<file path="config.mk">
export PLATFORM = sky130hd
export DESIGN_NAME = wtsu_ctrl
export DESIGN_NICKNAME = d
export VERILOG_FILES = /design/src/hw/rtl/wtsu_pkg.sv /design/src/hw/rtl/wtsu_ctrl.sv
export SDC_FILE = /design/constraint.sdc
export NUM_CORES = 1
export LEC_CHECK = 0
export ABC_AREA = 1
export BUFFER_PORTS_ARGS = -buffer_cell sky130_fd_sc_hd__buf_2
export CORE_AREA = 8 8 45 47
export CTS_BUF_LIST = sky130_fd_sc_hd__clkbuf_4 sky130_fd_sc_hd__clkbuf_8
export DETAILED_ROUTE_END_ITERATION = 6
export DIE_AREA = 0 0 53 55
export RECOVER_POWER = 25
export SLEW_MARGIN = 20
export SYNTH_ARGS = -nofsm -noshare
export SYNTH_HDL_FRONTEND = slang
export SYNTH_SLANG_ARGS = --single-unit
</file>
<file path="constraint.sdc">
create_clock -name clk_i -period 1.05 [get_ports clk_i]
set_clock_uncertainty 0.05 [all_clocks]
set_input_delay 0.1575 -clock clk_i [delete_from_list [all_inputs] [get_ports clk_i]]
set_output_delay 0.1575 -clock clk_i [all_outputs]
set_load 0.005 [all_outputs]
</file>
<file path="src/hw/rtl/wtsu_pkg.sv">
// Shared types and constants for the Wilson-theta state update block.
// Depends on nothing; every other file of the block but wtsu_ram uses it.
`timescale 1ns / 1ps

package wtsu_pkg;

  localparam int DATA_W        = 32;
  localparam int DOF_W         = 10;
  localparam int CFG_IDX_W     = 3;
  localparam int STEP_W        = 3;
  localparam int FRAC_BITS     = 16;
  localparam int DOF_DEPTH_DEF = 1024;

  typedef enum logic [1:0] {
    KIND_LOAD    = 2'd0,
    KIND_PREDICT = 2'd1,
    KIND_CORRECT = 2'd2,
    KIND_COMMIT  = 2'd3
  } kind_e;

  typedef enum logic [CFG_IDX_W-1:0] {
    REG_INV_THETA     = 3'd0,
    REG_PRED_VEL_COEF = 3'd1,
    REG_PRED_ACC_COEF = 3'd2,
    REG_VEL_GAIN      = 3'd3,
    REG_ACC_GAIN      = 3'd4,
    REG_HALF_DT       = 3'd5,
    REG_STEP_DT       = 3'd6,
    REG_DT_SQ_SIXTH   = 3'd7
  } cfg_reg_e;

  typedef struct packed {
    kind_e                    kind;
    logic [DOF_W-1:0]         dof;
    logic signed [DATA_W-1:0] disp_value;
    logic signed [DATA_W-1:0] vel_value;
    logic signed [DATA_W-1:0] acc_value;
  } in_item_t;

  typedef struct packed {
    logic [DOF_W-1:0]         dof_out;
    logic signed [DATA_W-1:0] disp_out;
    logic signed [DATA_W-1:0] vel_out;
    logic signed [DATA_W-1:0] acc_out;
    logic                     saturated;
  } out_item_t;

  // Controller to datapath
  typedef struct packed {
    logic              accept;
    logic              run;
    logic [STEP_W-1:0] step;
    logic              wr;
  } cmd_t;

  // Datapath to controller
  typedef struct packed {
    logic dof_ok;
    logic last_step;
  } status_t;

endpackage

</file>
<file path="src/hw/rtl/wtsu_ctrl.sv">
// Sequencer for the state update: accept, step through the multiply
// schedule, write back. Depends on wtsu_pkg.
`timescale 1ns / 1ps

module wtsu_ctrl (
  input  logic              clk_i,
  input  logic              rst_ni,
  input  logic              in_valid_i,
  output logic              in_ready_o,
  output logic              out_valid_o,
  input  logic              out_ready_i,
  input  wtsu_pkg::status_t status_i,
  output wtsu_pkg::cmd_t    cmd_o
);

  typedef enum logic [2:0] {
    S_IDLE  = 3'b001,
    S_RUN   = 3'b010,
    S_WRITE = 3'b100
  } state_e;

  state_e                      state_q, state_d;
  logic [wtsu_pkg::STEP_W-1:0] step_q, step_d;
  logic                        out_valid_q, out_valid_d;

  always_comb begin
    state_d      = state_q;
    step_d       = step_q;
    in_ready_o   = 1'b0;
    cmd_o.accept = 1'b0;
    cmd_o.run    = 1'b0;
    cmd_o.step   = step_q;
    cmd_o.wr     = 1'b0;
    unique case (state_q)
      S_IDLE: begin
        in_ready_o   = 1'b1;
        cmd_o.accept = in_valid_i;
        step_d       = '0;
        // drop a request whose index lies beyond the store
        if (in_valid_i && status_i.dof_ok) begin
          state_d = S_RUN;
        end
      end
      S_RUN: begin
        cmd_o.run = 1'b1;
        if (status_i.last_step) begin
          state_d = S_WRITE;
        end else begin
          step_d = step_q + 1'b1;
        end
      end
      S_WRITE: begin
        // hold until the output slot is free
        if (!out_valid_q || out_ready_i) begin
          cmd_o.wr = 1'b1;
          state_d  = S_IDLE;
        end
      end
      default: state_d = S_IDLE;
    endcase
  end

  assign out_valid_d = (out_valid_q && !out_ready_i) || cmd_o.wr;
  assign out_valid_o = out_valid_q;

  always_ff @(posedge clk_i or negedge rst_ni) begin
    if (!rst_ni) begin
      state_q     <= S_IDLE;
      step_q      <= '0;
      out_valid_q <= 1'b0;
    end else begin
      state_q     <= state_d;
      step_q      <= step_d;
      out_valid_q <= out_valid_d;
    end
  end

endmodule

</file>
## Yosys cells after proc, flatten, opt, wreduce, memory -nomap -nowiden

Cells that the tools add are included.

- $add $sub $neg: 1
- Multiply operators: 0
- Divide/modulo/power cells: 0
- $lt $le $gt $ge: 0
- Eq/ne operators: 7
- Shift-type cells: 0
- Multiplexer cells: 11
- Bitwise gates (word level): 0
- Reductions and logical operators: 9

Operator list:

| cell | count |
|---|---|
| 3-bit two-way mux | 4 |
| 3-bit one-hot mux with 3 select lines | 1 |
| 2-bit inequality test (second input constant) | 4 |
| 3-bit one-hot mux with 2 select lines | 1 |
| 1-bit two-way mux | 5 |
| 3-bit by 1-bit adder with 3-bit output (second input constant) | 1 |
| 3-bit by 1-bit equality test with 1-bit output (second input constant) | 1 |
| 3-bit by 2-bit equality test with 1-bit output (second input constant) | 1 |
| 3-bit equality test (second input constant) | 1 |
| 3-bit AND reduction | 1 |
| 1-bit logical AND | 2 |
| 1-bit logical NOT | 2 |
| 1-bit logical OR | 2 |
| 2-bit AND reduction | 1 |
| 2-bit nonzero test | 1 |

- Bits in registers: 7
- Bits in latches: 0
- Memory bits (writable): 0
- Bits in read-only memories: 0
- Memories: 0

## Depth between registers and ports, before layout

- Depth after elaboration: 5
- Mapped depth: 6

## Worst setup path after synthesis

OpenSTA, ideal clock, no wires.

- Path kind: flip-flop to flip-flop
- From: reg step_q[0] in the netlist's numbering
- To: reg step_q[2] in the netlist's numbering
- Library setup time: 65 ps
- Data arrival time: 963 ps
- Required time: 935 ps
- Setup slack: -27 ps
- Cell stages (with the launch flop): 7
- Cell sequence: dfrtp_1 ha_1 nand2_1 inv_1 nor3_1 nand2_1 nand2_1

- Word-level cells in the longest chain between the ends: 3

RTL lines:

| element | RTL line | text |
|---|---|---|
| from (decl) | wtsu_ctrl.sv:23 | `logic [wtsu_pkg::STEP_W-1:0] step_q, step_d;` |
| from (signal assigned) | wtsu_ctrl.sv:73 | `step_q <= step_d;` |
| 3-bit by 1-bit adder with 3-bit output | wtsu_ctrl.sv:49 | `step_d = step_q + 1'b1;` |
| 3-bit two-way mux | wtsu_ctrl.sv:46 | `if (status_i.last_step) begin` |
| 3-bit one-hot mux with 2 select lines | wtsu_ctrl.sv:34 | `unique case (state_q)` |

Every way passes these cells. The select of a mux whose other input is x is not followed.
A chain may end at the register's enable or synchronous reset.

==> flow_metrics.tcl <==
set metrics [dict create \
    setup_ws_ps -296 \
    slew_violations 0 \
    seq_area_frac_synth_pct 46.8 \
    arrival_ps 1140 \
    grt_pass1_wl_mm 1.67 \
    syn_inst 48 \
    post_drt_wl_per_cell_um 12.5 \
    drive_above_1_share_pct 53.3 \
    synth_nets 55 \
    clkLatencyLatePin_ps 250 \
    h-tree-depth 1 \
    final_common_cell "nand2_1" \
    firstDrtPassIters 4 \
    synthToLayoutAreaGrowth_pct 68.1 \
    cp_cell_sequence "inv_2 -> nand3_2 -> inv_2 -> buf_6" \
    tightest_slew_ps 411 \
    worst-setup-path-type "reg2out" \
    finalHoldViolCount 0 \
    power_density_nw_per_um2 2520 \
    cts_max_path_buffers 2 \
    worstPathMaxFanout 4 \
    fillers 136 \
    status "finished with violations" \
    num-nets-final 83 \
    setup_viol 12 \
    slew_headroom_pct 72.6 \
    die-area_um2 2920 \
    synth_top_cell_area_share_pct 39.9 \
    antenna_found_initial 0 \
    rows 14 \
    violations "setup timing" \
    drt_iter0_markers 4 \
    place_hpwl_um 703 \
    tritoncts "done" \
    vias_per_cell 4.54 \
    end_kind "output pin" \
    numPortBuffers 13 \
    cts_sinks 7 \
    post-route-period-util_pct 128 \
    critPathTopFamily "flip-flops" \
    stdcell_count 91 \
    synthTopCellsByArea "dfrtp_1, nand2_1, inv_1" \
    yosys_warnings 0 \
    routed_wl_mm 1.14 \
    startpoint_type "flop" \
    gp_congestion 0.766 \
    ir_drop_v 0.000811 \
    num_vias 413 \
    ioPinCount 14 \
    p_total_w 0.00159 \
    die_h_um 55 \
    slowest_stage "dfstp_2" \
    min_period_ps 1350 \
    grt_max_degree 8 \
    maxCapViolCount 0 \
    hp-class "in2reg" \
    cts_buffers 3 \
    place_inst 81 \
    synth_top_cell_by_area "dfrtp_1" \
    grt_overflow_total 0 \
    grt_usage_pct 7.84 \
    netlist_area_um2 377 \
    start_util_pct 27.2 \
    cpMostUsedCell "inv_2" \
    core_region_area_um2 1380 \
    clk_pin_slew_worst_paths_ps 50 \
    multi_input_area_um2 186 \
    final_cell_mix "nand2_1, buf_2, buf_6" \
    cts-root-buf "clkbuf_4" \
    grt_pass1_vias 406 \
    fp.dieW_um 53 \
    timing.fmax_mhz 743 \
    finalSetupTns_ps -2100 \
    fin_util_pct 45.8 \
    avgSynthCellArea_um2 7.85 \
    p_leak_nw 0.368 \
    ys_types 17 \
    drt_drc_violations_left 0 \
    cp.required_ps 840 \
    cp_num_buf_inv 3 \
    cpPeakStageDelay_ps 590 \
    n_antenna_cell 0 \
    ant_nets 0 \
    seq_area_um2 178 \
    synth-seq-cells 7 \
    rsz0062_at_grt "yes" \
]
-- power breakdown --
| group | internal [W] | switching (W) | total, W |
|---|---|---|---|
| combinational | 0.000479 | 0.000386 | 0.000865 |
| sequential | 0.000357 | 0.0000931 | 0.000450 |
| clock | 0.000171 | 0.000107 | 0.000278 |
-- worst paths after layout --
path,start,to,slack [ps],cells after the start
setup / recovery,state_q[0],cmd_o[4],-300,4
hold / removal,out_ready_i,out_valid_o,60,2
setup reg to reg,state_q[0],step_q[1],-190,7
hold reg to reg,step_q[2],step_q[2],480,2
max in group asynchronous,rst_ni,state_q[0],330,2
min in group asynchronous,rst_ni,state_q[2],290,2
-- cell usage after synthesis --
cell type,count
nand3_1,3
nand2_1,12
nor2_1,5
nand4_1,2
mux2i_1,1
a21oi_1,1
nand3_2,1
nand4_2,1
nor3_1,1
nand2_2,1
o21ai_1,1
inv_2,1
dfrtp_1,6
dfstp_2,1
ha_1,1
inv_1,9
o21ai_0,1
-- flip-flops by register name (all words and copies together) (netlist names) --
name / flops
step_q: 3
state_q: 3
out_valid_o: 1
-- logic make-up (layout without fill, tap and decap cells) --
kind of cell               Yosys count  in the layout  synth area share [%]
adders and majority gates            1              1                  3.32
buffers and inverters               10             37                  9.97
and+or+nand+nor                     26             26                  33.2
muxes                                1              1                  2.66
AOI/OAI and AO/OA                    3              3                  3.98
DFF                                  7              7                  46.8
-- metrics by stage --
stage | instance area (um^2) | hold WS, ps | setup slack [ps]
final | 633 | 62.0 | -296
after global routing | 633 | 66.3 | -336
after CTS | 606 | 58.6 | -289
after detailed placement | 494 | -46.0 | -68.5
after global placement | 494 | -48.6 | -65.0
after floorplan | 379 | -188 | -3.82
-- per-layer routing --
metal	wire length, um	track usage, %	up-vias
met5	0	0	-
met4	41	6.47	0
met3	41	1.87	4
met2	611	13.3	8
met1	445	8.14	194
li1	-	-	207
-- layout make-up --
class | count | area share, %
clock buffer | 4 | 4.74
inverter | 10 | 5.93
multi-input combinational | 31 | 29.4
sequential | 7 | 28.1
tap | 16 | 3.16
timing repair buffer | 23 | 28.7
-- repair_timing --
action | 4_1_cts | 5_1_grt
pin swaps | 1 | 3
hold buffers | 1 | 0
resized for setup | 11 | 6
buffers inserted | 3 | 2
endpoints found under the setup margin | 12 | 12
endpoints found under the hold margin | 7 | 0
Power figures use the tool's default switching activity.
